==> src/hw/rtl/duplicate_packet_filter_core_macros.svh <==
// ----------------------------------------------------------------------------
// Duplicate packet filter assertion macros
// Shared concurrent assertion forms for the duplicate packet filter core.
// ----------------------------------------------------------------------------
`ifndef DUPLICATE_PACKET_FILTER_CORE_MACROS_SVH
`define DUPLICATE_PACKET_FILTER_CORE_MACROS_SVH

// The consequent must hold in the same cycle as the antecedent.
`define DPF_ASSERT_SAME(label, clk, rst_n, ante, cons, msg) \
	label: assert property (@(posedge clk) disable iff (!rst_n) (ante) |-> (cons)) \
		else $error(msg);

// The consequent must hold in the cycle after the antecedent.
`define DPF_ASSERT_NEXT(label, clk, rst_n, ante, cons, msg) \
	label: assert property (@(posedge clk) disable iff (!rst_n) (ante) |=> (cons)) \
		else $error(msg);

`endif

==> src/hw/rtl/dpf_pkg.sv <==
// ----------------------------------------------------------------------------
// Duplicate packet filter package
// Field widths and the entry and control types shared by the filter modules.
// ----------------------------------------------------------------------------
package dpf_pkg;

	localparam int ADDR_W     = 16;
	localparam int SEQ_W      = 8;
	localparam int APB_DATA_W = 32;
	localparam int APB_ADDR_W = 2;

	localparam logic [ADDR_W-1:0] BROADCAST_ADDR = '0;

	// Byte address of the local address register.
	localparam logic [APB_ADDR_W-1:0] REG_LOCAL_ADDRESS = '0;

	// One stored sender and the last sequence number accepted from it.
	typedef struct packed {
		logic [ADDR_W-1:0] sender;
		logic [SEQ_W-1:0]  seq;
	} entry_t;

	// Chain control: shift moves every cell, insert selects the direction
	// toward the oldest end (new entry enters at the head).
	typedef struct packed {
		logic shift;
		logic insert;
	} chain_ctl_t;

endpackage

==> src/hw/rtl/dpf_in_if.sv <==
// ----------------------------------------------------------------------------
// Duplicate packet filter input channel
// Valid/ready channel that carries one packet header word.
// ----------------------------------------------------------------------------
interface dpf_in_if;
	logic                         valid;
	logic                         ready;
	logic [dpf_pkg::ADDR_W-1:0]   sender;
	logic [dpf_pkg::SEQ_W-1:0]    seq_number;
	logic [dpf_pkg::ADDR_W-1:0]   receiver;
	logic                         is_master_msg;

	modport source (output valid, sender, seq_number, receiver, is_master_msg, input ready);
	modport sink (input valid, sender, seq_number, receiver, is_master_msg, output ready);
endinterface

==> src/hw/rtl/dpf_out_if.sv <==
// ----------------------------------------------------------------------------
// Duplicate packet filter output channel
// Valid/ready channel that carries one verdict word.
// ----------------------------------------------------------------------------
interface dpf_out_if;
	logic valid;
	logic ready;
	logic fresh;
	logic master_changed;

	modport source (output valid, fresh, master_changed, input ready);
	modport sink (input valid, fresh, master_changed, output ready);
endinterface

==> src/hw/rtl/duplicate_packet_filter_core.sv <==
// ----------------------------------------------------------------------------
// Duplicate packet filter core
// Flags repeated packet headers per sender using a master record and a chain
// of recently seen senders.
// ----------------------------------------------------------------------------
//  Channel   Direction  Handshake             Word
//  in_ch     in         valid/ready           sender, seq_number, receiver,
//                                             is_master_msg
//  out_ch    out        valid/ready           fresh, master_changed
//  APB       in         psel/penable/pready   local_address at byte 0
//
//  A header that hits the master record or takes over the master role is
//  answered without moving the chain; any other header rotates the whole
//  chain once and is inserted at the head if its sender was not found.
//  The input is accepted only when the sequencer is idle; a finished word
//  waits in the output register, and the next one stalls until it is taken.
//  Reset clears the master record and every cache cell at once.
// ----------------------------------------------------------------------------
`include "duplicate_packet_filter_core_macros.svh"

module duplicate_packet_filter_core #(
	parameter int CACHE_DEPTH = 16,
	parameter int SHADOW_SPAN = 4
) (
	input  logic                            clk,
	input  logic                            arst_n,
	input  logic                            psel,
	input  logic                            penable,
	input  logic                            pwrite,
	input  logic [dpf_pkg::APB_ADDR_W-1:0]  paddr,
	input  logic [dpf_pkg::APB_DATA_W-1:0]  pwdata,
	output logic [dpf_pkg::APB_DATA_W-1:0]  prdata,
	output logic                            pready,
	dpf_in_if.sink                          in_ch,
	dpf_out_if.source                       out_ch
);

	logic [dpf_pkg::ADDR_W-1:0] local_address_q;
	dpf_pkg::entry_t            cell_entry [CACHE_DEPTH];
	dpf_pkg::entry_t            tap_back;
	dpf_pkg::entry_t            new_entry;
	dpf_pkg::chain_ctl_t        ctl;

	// Only one register exists, so reads return it at every address.
	assign pready = 1'b1;
	assign prdata = {{(dpf_pkg::APB_DATA_W - dpf_pkg::ADDR_W){1'b0}}, local_address_q};

	always_ff @(posedge clk or negedge arst_n) begin
		if (!arst_n) begin
			local_address_q <= '0;
		end else if (psel && penable && pwrite && (paddr == dpf_pkg::REG_LOCAL_ADDRESS)) begin
			local_address_q <= pwdata[dpf_pkg::ADDR_W-1:0];
		end
	end

	dpf_ctrl #(
		.CACHE_DEPTH (CACHE_DEPTH),
		.SHADOW_SPAN (SHADOW_SPAN)
	) u_ctrl (
		.clk           (clk),
		.arst_n        (arst_n),
		.in_ch         (in_ch),
		.out_ch        (out_ch),
		.local_address (local_address_q),
		.tap           (cell_entry[0]),
		.tap_back      (tap_back),
		.new_entry     (new_entry),
		.ctl           (ctl)
	);

	// Cell 0 holds the newest sender, the last cell the oldest.
	for (genvar k = 0; k < CACHE_DEPTH; k++) begin : g_cell
		dpf_pkg::entry_t left_in;
		dpf_pkg::entry_t right_in;

		if (k == 0) begin : g_head
			assign left_in = new_entry;
		end else begin : g_body_l
			assign left_in = cell_entry[k-1];
		end

		if (k == CACHE_DEPTH - 1) begin : g_tail
			assign right_in = tap_back;
		end else begin : g_body_r
			assign right_in = cell_entry[k+1];
		end

		dpf_cell u_cell (
			.clk      (clk),
			.arst_n   (arst_n),
			.ctl      (ctl),
			.left_in  (left_in),
			.right_in (right_in),
			.entry    (cell_entry[k])
		);
	end

	`DPF_ASSERT_NEXT(a_busy_after_accept, clk, arst_n, in_ch.valid && in_ch.ready, !in_ch.ready, "input accepted while busy")
	`DPF_ASSERT_SAME(a_chain_still_idle, clk, arst_n, in_ch.ready, !ctl.shift, "chain moved while idle")
	`DPF_ASSERT_NEXT(a_insert_at_head, clk, arst_n, ctl.insert, cell_entry[0] == $past(new_entry), "insert missed head cell")

endmodule

==> src/hw/rtl/dpf_cell.sv <==
// ----------------------------------------------------------------------------
// Duplicate packet filter cache cell
// One entry of the sender cache; takes a neighbor's entry on each shift.
// ----------------------------------------------------------------------------
module dpf_cell (
	input  logic                clk,
	input  logic                arst_n,
	input  dpf_pkg::chain_ctl_t ctl,
	input  dpf_pkg::entry_t     left_in,
	input  dpf_pkg::entry_t     right_in,
	output dpf_pkg::entry_t     entry
);

	dpf_pkg::entry_t entry_q;

	always_ff @(posedge clk or negedge arst_n) begin
		if (!arst_n) begin
			entry_q <= '0;
		end else if (ctl.shift) begin
			entry_q <= ctl.insert ? left_in : right_in;
		end
	end

	assign entry = entry_q;

endmodule

==> src/hw/rtl/dpf_ctrl.sv <==
// ----------------------------------------------------------------------------
// Duplicate packet filter sequencer
// Holds the master record, decides each header and steers the cache chain.
// ----------------------------------------------------------------------------
module dpf_ctrl #(
	parameter int CACHE_DEPTH = 16,
	parameter int SHADOW_SPAN = 4
) (
	input  logic                        clk,
	input  logic                        arst_n,
	dpf_in_if.sink                      in_ch,
	dpf_out_if.source                   out_ch,
	input  logic [dpf_pkg::ADDR_W-1:0]  local_address,
	input  dpf_pkg::entry_t             tap,
	output dpf_pkg::entry_t             tap_back,
	output dpf_pkg::entry_t             new_entry,
	output dpf_pkg::chain_ctl_t         ctl
);

	localparam int CNT_W = $clog2(CACHE_DEPTH);
	localparam logic [CNT_W-1:0] LAST_STEP = CNT_W'(CACHE_DEPTH - 1);
	localparam logic [dpf_pkg::SEQ_W-1:0] SPAN = dpf_pkg::SEQ_W'(SHADOW_SPAN);

	typedef enum logic [2:0] {
		ST_IDLE,
		ST_EVAL,
		ST_SCAN,
		ST_INSERT,
		ST_DONE
	} state_t;

	state_t                      state_q;
	logic [CNT_W-1:0]            step_q;
	logic                        found_q;
	logic                        fresh_q;
	logic                        changed_q;
	logic                        out_valid_q;
	logic                        out_fresh_q;
	logic                        out_changed_q;
	logic [dpf_pkg::ADDR_W-1:0]  master_addr_q;
	logic [dpf_pkg::SEQ_W-1:0]   master_seq_q;
	logic [dpf_pkg::ADDR_W-1:0]  sender_q;
	logic [dpf_pkg::SEQ_W-1:0]   seq_q;
	logic [dpf_pkg::ADDR_W-1:0]  receiver_q;
	logic                        is_master_q;

	logic hit;
	logic hit_dup;
	logic master_dup;

	function automatic logic seq_is_stale(input logic [dpf_pkg::SEQ_W-1:0] stored,
	                                      input logic [dpf_pkg::SEQ_W-1:0] seq);
		logic [dpf_pkg::SEQ_W-1:0] diff;
		diff = stored - seq;
		return diff < SPAN;
	endfunction

	// The chain rotates one place per scan step, so cell 0 shows the entries
	// newest first; the last step brings back the oldest entry unsearched.
	always_comb begin
		hit        = (state_q == ST_SCAN) && (step_q != LAST_STEP) && !found_q &&
		             (tap.sender == sender_q);
		hit_dup    = seq_is_stale(tap.seq, seq_q);
		master_dup = seq_is_stale(master_seq_q, seq_q);
		tap_back   = tap;
		if (hit && !hit_dup) begin
			tap_back.seq = seq_q;
		end
		new_entry.sender = sender_q;
		new_entry.seq    = seq_q;
		ctl.shift        = (state_q == ST_SCAN) || (state_q == ST_INSERT);
		ctl.insert       = (state_q == ST_INSERT);
	end

	assign in_ch.ready           = (state_q == ST_IDLE);
	assign out_ch.valid          = out_valid_q;
	assign out_ch.fresh          = out_fresh_q;
	assign out_ch.master_changed = out_changed_q;

	always_ff @(posedge clk or negedge arst_n) begin
		if (!arst_n) begin
			state_q       <= ST_IDLE;
			step_q        <= '0;
			found_q       <= 1'b0;
			fresh_q       <= 1'b1;
			changed_q     <= 1'b0;
			out_valid_q   <= 1'b0;
			out_fresh_q   <= 1'b0;
			out_changed_q <= 1'b0;
			master_addr_q <= '0;
			master_seq_q  <= '0;
			sender_q      <= '0;
			seq_q         <= '0;
			receiver_q    <= '0;
			is_master_q   <= 1'b0;
		end else begin
			// In ST_DONE the output register is refilled in the same cycle.
			if (out_valid_q && out_ch.ready && (state_q != ST_DONE)) begin
				out_valid_q <= 1'b0;
			end
			case (state_q)
				ST_IDLE: begin
					if (in_ch.valid) begin
						sender_q    <= in_ch.sender;
						seq_q       <= in_ch.seq_number;
						receiver_q  <= in_ch.receiver;
						is_master_q <= in_ch.is_master_msg;
						state_q     <= ST_EVAL;
					end
				end
				ST_EVAL: begin
					step_q    <= '0;
					found_q   <= 1'b0;
					fresh_q   <= 1'b1;
					changed_q <= 1'b0;
					if (sender_q == master_addr_q) begin
						if (master_dup) begin
							fresh_q <= 1'b0;
						end else begin
							master_seq_q <= seq_q;
						end
						state_q <= ST_DONE;
					end else if (is_master_q && ((receiver_q == dpf_pkg::BROADCAST_ADDR) ||
					                             (receiver_q == local_address))) begin
						master_addr_q <= sender_q;
						master_seq_q  <= seq_q;
						changed_q     <= 1'b1;
						state_q       <= ST_DONE;
					end else begin
						state_q <= ST_SCAN;
					end
				end
				ST_SCAN: begin
					if (hit) begin
						found_q <= 1'b1;
						fresh_q <= !hit_dup;
					end
					step_q <= step_q + 1'b1;
					if (step_q == LAST_STEP) begin
						state_q <= found_q ? ST_DONE : ST_INSERT;
					end
				end
				ST_INSERT: begin
					state_q <= ST_DONE;
				end
				ST_DONE: begin
					if (!out_valid_q || out_ch.ready) begin
						out_valid_q   <= 1'b1;
						out_fresh_q   <= fresh_q;
						out_changed_q <= changed_q;
						state_q       <= ST_IDLE;
					end
				end
				default: begin
					state_q <= ST_IDLE;
				end
			endcase
		end
	end

endmodule
==> src/flat_wrapper.sv <==
// flat-port wrapper written by rule: the top's interface ports become plain ports
module duplicate_packet_filter_core_flat 
#(
	parameter int CACHE_DEPTH = 16,
	parameter int SHADOW_SPAN = 4
)
  (clk, arst_n, psel, penable, pwrite, paddr, pwdata, prdata, pready, in_ch_valid, in_ch_sender, in_ch_seq_number, in_ch_receiver, in_ch_is_master_msg, in_ch_ready, out_ch_valid, out_ch_fresh, out_ch_master_changed, out_ch_ready);
  dpf_in_if in_ch_i ();
  dpf_out_if out_ch_i ();
  input  logic clk;
  input  logic arst_n;
  input  logic psel;
  input  logic penable;
  input  logic pwrite;
  input  logic [dpf_pkg::APB_ADDR_W-1:0] paddr;
  input  logic [dpf_pkg::APB_DATA_W-1:0] pwdata;
  output logic [dpf_pkg::APB_DATA_W-1:0] prdata;
  output logic pready;
  input wire logic [$bits(in_ch_i.valid)-1:0] in_ch_valid;
  input wire logic [$bits(in_ch_i.sender)-1:0] in_ch_sender;
  input wire logic [$bits(in_ch_i.seq_number)-1:0] in_ch_seq_number;
  input wire logic [$bits(in_ch_i.receiver)-1:0] in_ch_receiver;
  input wire logic [$bits(in_ch_i.is_master_msg)-1:0] in_ch_is_master_msg;
  output wire logic [$bits(in_ch_i.ready)-1:0] in_ch_ready;
  output wire logic [$bits(out_ch_i.valid)-1:0] out_ch_valid;
  output wire logic [$bits(out_ch_i.fresh)-1:0] out_ch_fresh;
  output wire logic [$bits(out_ch_i.master_changed)-1:0] out_ch_master_changed;
  input wire logic [$bits(out_ch_i.ready)-1:0] out_ch_ready;
  assign in_ch_i.valid = in_ch_valid;
  assign in_ch_i.sender = in_ch_sender;
  assign in_ch_i.seq_number = in_ch_seq_number;
  assign in_ch_i.receiver = in_ch_receiver;
  assign in_ch_i.is_master_msg = in_ch_is_master_msg;
  assign in_ch_ready = in_ch_i.ready;
  assign out_ch_valid = out_ch_i.valid;
  assign out_ch_fresh = out_ch_i.fresh;
  assign out_ch_master_changed = out_ch_i.master_changed;
  assign out_ch_i.ready = out_ch_ready;
  duplicate_packet_filter_core #(.CACHE_DEPTH(CACHE_DEPTH), .SHADOW_SPAN(SHADOW_SPAN)) u_core (.clk(clk), .arst_n(arst_n), .psel(psel), .penable(penable), .pwrite(pwrite), .paddr(paddr), .pwdata(pwdata), .prdata(prdata), .pready(pready), .in_ch(in_ch_i), .out_ch(out_ch_i));
endmodule
==> config.mk <==
export PLATFORM = sky130hd
export DESIGN_NAME = duplicate_packet_filter_core_flat
export DESIGN_NICKNAME = d
export VERILOG_FILES = /design/src/hw/rtl/dpf_pkg.sv /design/src/hw/rtl/dpf_in_if.sv /design/src/hw/rtl/dpf_out_if.sv /design/src/hw/rtl/duplicate_packet_filter_core.sv /design/src/hw/rtl/dpf_cell.sv /design/src/hw/rtl/dpf_ctrl.sv /design/src/flat_wrapper.sv
export VERILOG_INCLUDE_DIRS = /design/src /design/src/hw/rtl
export SDC_FILE = /design/constraint.sdc
export NUM_CORES = 1
export LEC_CHECK = 0
export BUFFER_PORTS_ARGS = -buffer_cell sky130_fd_sc_hd__buf_2
export CORE_ASPECT_RATIO = 0.8
export CORE_UTILIZATION = 40
export CTS_BUF_LIST = sky130_fd_sc_hd__clkbuf_4 sky130_fd_sc_hd__clkbuf_8
export CTS_CLUSTER_DIAMETER = 30
export DETAILED_ROUTE_END_ITERATION = 7
export SETUP_SLACK_MARGIN = 0.02
export SYNTH_ARGS = -nofsm -noshare
export SYNTH_HDL_FRONTEND = slang
export SYNTH_SLANG_ARGS = --single-unit
export TNS_END_PERCENT = 50
==> constraint.sdc <==
create_clock -name clk -period 4.1 [get_ports clk]
set_clock_uncertainty 0.05 [all_clocks]
set_input_delay 0.205 -clock clk [delete_from_list [all_inputs] [get_ports clk]]
set_output_delay 0.205 -clock clk [all_outputs]
set_load 0.05 [all_outputs]
==> metrics, run 1 <==
outcome complete, no violations; f_max 337.4 MHz; clock-pin slew on the worst setup and hold paths 0.06 ns; CTS H-tree depth 3; Critical R2R Capture u_core.g_cell[14].u_cell.entry[21]; Tmin final 2.964 ns; DPL Wire Length 26,700 µm; Post-CTS Setup Bufs 0; CTS buffer count 102; Total GRT Usage 0.1554; final worst slack 1.136 ns; final wirelength 43,920 µm; io pins 119; grt total ovfl 0; largest stage delay on the critical path 0.86 ns; post-layout instance area 26,650 µm²; first-pass GRT wire length 73,500 µm; die area 56,820 µm²; PortBufs 85; Reg-to-Reg Start u_core.u_ctrl.state_q[0]; Final Hold Fails 0; core footprint 55,200 µm²; setup TNS 0 ns; R2R setup slack 1.14 ns; max-cap viol count 0; Pleak 11.69 nW; Residual DRC 0; crit path cell chain buf_4, buf_4, mux2i_1, o21ai_0; placed cell areas 23,430 µm²; Final Max Slew Viols 0; dominant cells by area after synthesis dfrtp_1 (53%), mux2i_1 (17%), o21ai_0 (8.8%), nand2_1 (6.6%), mux2_2 (3.5%); Clock Tree Buf Depth 3; async set or reset register ratio after synthesis 1.000; vias in the first global route 14,880; Slew HR 0.2132; Main synth FF type dfrtp_1; endpoint type of the worst setup path flip-flop; GPL Wtd Cong 0.7268; Yosys top cell by area dfrtp_1; layout cells sized above 1 0.1742; first drt pass iteration count 5; Area Growth Syn to Fin 19.27%; routed via count 15,070; # setup viols final 0; period utilization 0.7229; Hold Crit Start in_ch_seq_number[1]; RSZ-0062 raised after global routing false; post-synthesis register bit count 478; Post-Synthesis Cells 2,084; Sink Count 478; top cell type's share of synthesized area 0.5342; Req. time, crit path 4.55 ns; Post-synth EDFFs 0; Max IR drop VDD 461.1 µV; largest net degree at the start of global routing 126; Core Rows 77; clock latency on the worst-skew pair 0.67 ns; hold slack 0.2309 ns; Max FO, Critical Path 61; Starting Density 0.4048; CP startpoint u_core.u_ctrl.state_q[0]; Distinct cells, synth 59; CP max-delay cell buf_4; Setup crit end u_core.g_cell[14].u_cell.entry[21]; Die Ht 213.4 µm; Tightest Pin Transition 1.180 ns; pre-CTS setup slack 1.166 ns; reg2reg path depth 4; Min-Delay Path Class in -> reg; root buffer cell clkbuf_8; Setup Crit Path Kind reg -> reg; power density over cell area 766.8 nW/µm²; CP most frequent cell buf_4; post-route ant nets 0; Final #Nets 2,313; routed len/inst 14.39 µm; Arr. time, crit path 3.41 ns; 1st-iter DRT viols 727; Syn Area/Cell 10.72 µm²; die width 266.2 µm; sequential area share after synthesis 0.5354; CTS tree yes; warnings from Yosys 0; Vias per Instance 4.937; startpoint types flip-flop; Mapped Area 22,340 µm²; initial antenna violation count 1
==> per-layer routing <==
metal	up-vias	wire, µm	global-route usage
met2	229	19450	0.2302
li1	7506	-	-
met5	-	0	0
met1	7265	21900	0.2239
met4	0	862	0.04994
met3	73	1714	0.03698
==> state kept, by name, indices dropped and copies added (netlist names) <==
| register | cells |
|---|---|
| u_core.u_ctrl.state_q | 3 |
| u_core.u_ctrl.out_ch.fresh | 1 |
| u_core.u_ctrl.found_q | 1 |
| u_core.u_ctrl.changed_q | 1 |
| u_core.u_ctrl.receiver_q | 16 |
| u_core.local_address_q | 16 |
| u_core.g_cell.u_cell.entry | 384 |
| u_core.u_ctrl.seq_q | 8 |
| u_core.u_ctrl.fresh_q | 1 |
| u_core.u_ctrl.out_ch.valid | 1 |
| u_core.u_ctrl.master_addr_q | 16 |
| u_core.u_ctrl.step_q | 4 |
| u_core.u_ctrl.is_master_q | 1 |
| u_core.u_ctrl.out_ch.master_changed | 1 |
| u_core.u_ctrl.master_seq_q | 8 |
| u_core.u_ctrl.sender_q | 16 |
==> final cells by class <==
cell class                      instances  area, µm²
Tap cell                              750      938.4
Sequential cell                       478      11970
Timing Repair Buffer                  171       1369
Antenna cell                            1      2.502
Clock buffer                          137       1810
Inverter                                9      33.78
Fill cell                            4843      28550
Multi-Input combinational cell       1456       9726
Clock inverter                         51      804.5
==> what timing repair did <==
action / CTS / global route
hold buffers: 60 / 0
endpoints found under the hold margin: 165 / 0
gates resized for setup: 0 / 0
==> cells by family after synthesis <==
group / share of synthesized area
DFF: 0.5354
and+or+nand+nor: 0.08948
muxes: 0.2127
AOI/OAI and AO/OA: 0.1024
buffers and inverters: 0.03209
xor gates and xnor gates: 0.02038
adders and majority gates: 0.007280
other: 0.0003361
==> worst max-delay path: cells and delay by family, from the launching register on <==
family / cells / cell delay, ns
buf+inv: 2 / 1.53
flops: 1 / 0.79
mux: 1 / 0.24
compound gates: 1 / 0.09
==> cells in the mapped netlist (all sizes together) (4+ instances only) <==
| cell type | n |
|---|---|
| a21oi | 15 |
| dfrtp | 477 |
| xor2 | 22 |
| nor3b | 4 |
| o22ai | 8 |
| o21ai | 393 |
| mux2 | 78 |
| nand2b | 4 |
| nand2 | 396 |
| nand4 | 13 |
| nor3 | 5 |
| ha | 13 |
| xnor2 | 30 |
| clkbuf | 94 |
| nor2 | 27 |
| mux2i | 384 |
| buf | 62 |
| inv | 9 |
| nor4 | 12 |
==> worst min-delay path by stage <==
stage	end	slack, ns	cells past startpoint
2_1_floorplan	u_core.g_cell[0].u_cell.entry[0]	-0.14	0
4_1_cts	u_core.local_address_q[15]	0.16	3
3_5_place_dp	u_core.g_cell[9].u_cell.entry[21]	0.33	1
5_1_grt	u_core.u_ctrl.seq_q[1]	0.19	4
3_3_place_gp	u_core.g_cell[10].u_cell.entry[21]	0.31	1
6_report	u_core.u_ctrl.seq_q[1]	0.23	4
==> layout by cell type (no fill, tap or decap), drive strengths merged, types with 17 or more instances in the layout <==
cell           n
mux2          78
xor2          22
o21ai        393
dfrtp        477
dlygate4sd3   60
mux2i        384
nor2          27
conb          17
buf          111
clkbuf       137
clkinv        20
xnor2         30
bufinv        20
nand2        396
==> metrics by stage <==
step	std cells	utilization	total power, mW
floorplan	2099	-	12.50
global placement	2804	0.4245	13.81
detailed placement	2804	0.4245	14.12
CTS	3052	0.4827	20.68
global route	3053	0.4828	21.86
finish	3053	0.4828	20.44
==> power by group <==
part	switching, mW	total [mW]	internal (mW)
Clock	2.22	6.38	4.16
Combinational	3.82	6.46	2.64
Sequential	1.41	7.59	6.18
Total	7.45	20.4	13.0
No activity file was read; power rests on OpenSTA's default activity.
==> run 2: changes to the inputs <==
==> constraint.sdc (replaced) <==
create_clock -name clk -period 2.8 [get_ports clk]
set_clock_uncertainty 0.05 [all_clocks]
set_input_delay 0.14 -clock clk [delete_from_list [all_inputs] [get_ports clk]]
set_output_delay 0.14 -clock clk [all_outputs]
set_load 0.05 [all_outputs]
==> run 2 against run 1 <==
Sequential share of layout area increased by 0.32 points; die area stayed put; register-to-register slack got worse by 0.93 ns; power up 41%; flip-flop and latch count unchanged; global-route usage increased by 0.18 points; final area fell by 0.70%; utilization down 0.34 points; worst hold slack worse by 0.076 ns; clock power rose by 30%; fmax up 14%; critical path type unchanged.
==> metrics, run 2 (synthesized netlist as in run 1, its figures left out) <==
clock-pin slew on the worst setup and hold paths 0.06 ns; Residual DRC 0; GPL Wtd Cong 0.7901; die width 266.2 µm; PortBufs 85; post-layout instance area 26,460 µm²; Arr. time, crit path 3.08 ns; Final #Nets 2,315; hold slack 0.1549 ns; most frequent cells in the layout dfrtp_1 (476), nand2_1 (395), o21ai_0 (392); R2R setup slack 0.21 ns; Clock Tree Buf Depth 3; Post-CTS Setup Bufs 0; RSZ-0062 raised after global routing false; io pins 119; Max IR drop VDD 780.0 µV; 1st-iter DRT viols 898; Pleak 11.60 nW; Final Power 28.82 mW; f_max 385.9 MHz; Core Rows 77; max reg flops 384; Vias per Instance 4.922; largest stage delay on the critical path 0.42 ns; root buffer cell clkbuf_8; multi-input logic area 9731 µm²; largest net degree at the start of global routing 137; Setup Crit Path Kind reg -> reg; Tmin final 2.591 ns; Starting Density 0.4048; Storage cell area 11,970 µm²; Req. time, crit path 3.29 ns; routed len/inst 14.29 µm; Final Max Slew Viols 0; max-cap viol count 0; layout cells sized above 1 0.1735; CTS buffer count 100; startpoint types flip-flop; DPL Wire Length 26,890 µm; Crit path buffers/inverters 1; Area Growth Syn to Fin 18.44%; setup TNS 0 ns; clock latency on the worst-skew pair 0.70 ns; FILL cells 4,886; family with the most delay on the worst path compound AO/OA/AOI/OAI gates; Max FO, Critical Path 8; placed cell areas 23,500 µm²; grt total ovfl 0; Slew HR 0.3278; core footprint 55,200 µm²; commonest non-fill, non-tap cell in the layout dfrtp_1; Die Ht 213.4 µm; power density over cell area 1089 nW/µm²; Sink Count 478; first-pass GRT wire length 74,310 µm; CP max-delay cell dfrtp_1; initial antenna violation count 1; Total GRT Usage 0.1572; post-route ant nets 0; die area 56,820 µm²; endpoint type of the worst setup path flip-flop; pre-CTS setup slack 0.2166 ns; CTS tree yes; crit path cell chain inv_1, ha_1, nor2b_1, o31ai_1, o211ai_1, nor4_4, a21oi_4, mux2i_1, o22ai_1; first drt pass iteration count 4; CTS H-tree depth 3; period utilization 0.9254; Min-Delay Path Class in -> reg; Final Hold Fails 0; Tightest Pin Transition 1.008 ns; final worst slack 0.2090 ns; # setup viols final 0; vias in the first global route 14,940; routed via count 15,020; final wirelength 43,610 µm; outcome complete, no violations
-- run 2: cell type report --
| cell class | count | area share |
|---|---|---|
| sequential | 478 | 0.4522 |
| multi-input combinational | 1456 | 0.3677 |
| clock buffer | 137 | 0.06818 |
| timing repair buffer | 175 | 0.05560 |
| tap | 750 | 0.03546 |
| clock inverter | 45 | 0.01953 |
| inverter | 9 | 0.001277 |
| antenna | 1 | 0.00009456 |
-- run 2: path summary, 6_finish.rpt --
| check | startpoint | to | cells past startpoint |
|---|---|---|---|
| max in group asynchronous | arst_n | u_core.g_cell[2].u_cell.entry[23] | 4 |
| worst min register to register | u_core.g_cell[15].u_cell.entry[21] | u_core.g_cell[15].u_cell.entry[21] | 2 |
| worst max register to register | u_core.u_ctrl.seq_q[4] | u_core.g_cell[15].u_cell.entry[0] | 9 |
| min in group asynchronous | arst_n | u_core.g_cell[14].u_cell.entry[17] | 3 |
| worst min-delay path | in_ch_is_master_msg | u_core.u_ctrl.is_master_q | 3 |
| worst max-delay path | u_core.u_ctrl.seq_q[4] | u_core.g_cell[15].u_cell.entry[0] | 9 |
-- run 2: per-stage QoR --
stage                     cells  utilization
after floorplan            2099            -
after global placement     2806       0.4257
after detailed placement   2806       0.4257
after CTS                  3050       0.4793
after global routing       3051       0.4794
final                      3051       0.4794
-- run 2: per-layer routing --
metal  wire length (µm)  share of wire  up-vias  track usage
li1                   -              -     7503            -
met1              21920           0.50     7260       0.2270
met4                940          0.022        0      0.05925
met5                  0              0        -            0
met2              19370           0.44      172       0.2316
met3               1378          0.032       81      0.03330
-- run 2: worst register-to-register path, stage by stage, from the launching register on --
cell	delay [ns]
dfrtp_1	0.42
inv_1	0.11
ha_1	0.34
nor2b_1	0.16
o31ai_1	0.24
o211ai_1	0.18
nor4_4	0.41
a21oi_4	0.19
mux2i_1	0.24
o22ai_1	0.11
-- run 2: report_power, final --
group	internal [mW]	switching [mW]	total [mW]
registers	9.05	1.93	11.0
clock network	5.06	3.23	8.29
logic	3.91	5.64	9.55
total	18.0	10.8	28.8
-- run 2: repair_timing --
item / 4_1_cts / 5_1_grt
gates resized for setup: 0 / 0
endpoints found under the hold margin: 537 / 0
hold buffers: 62 / 0
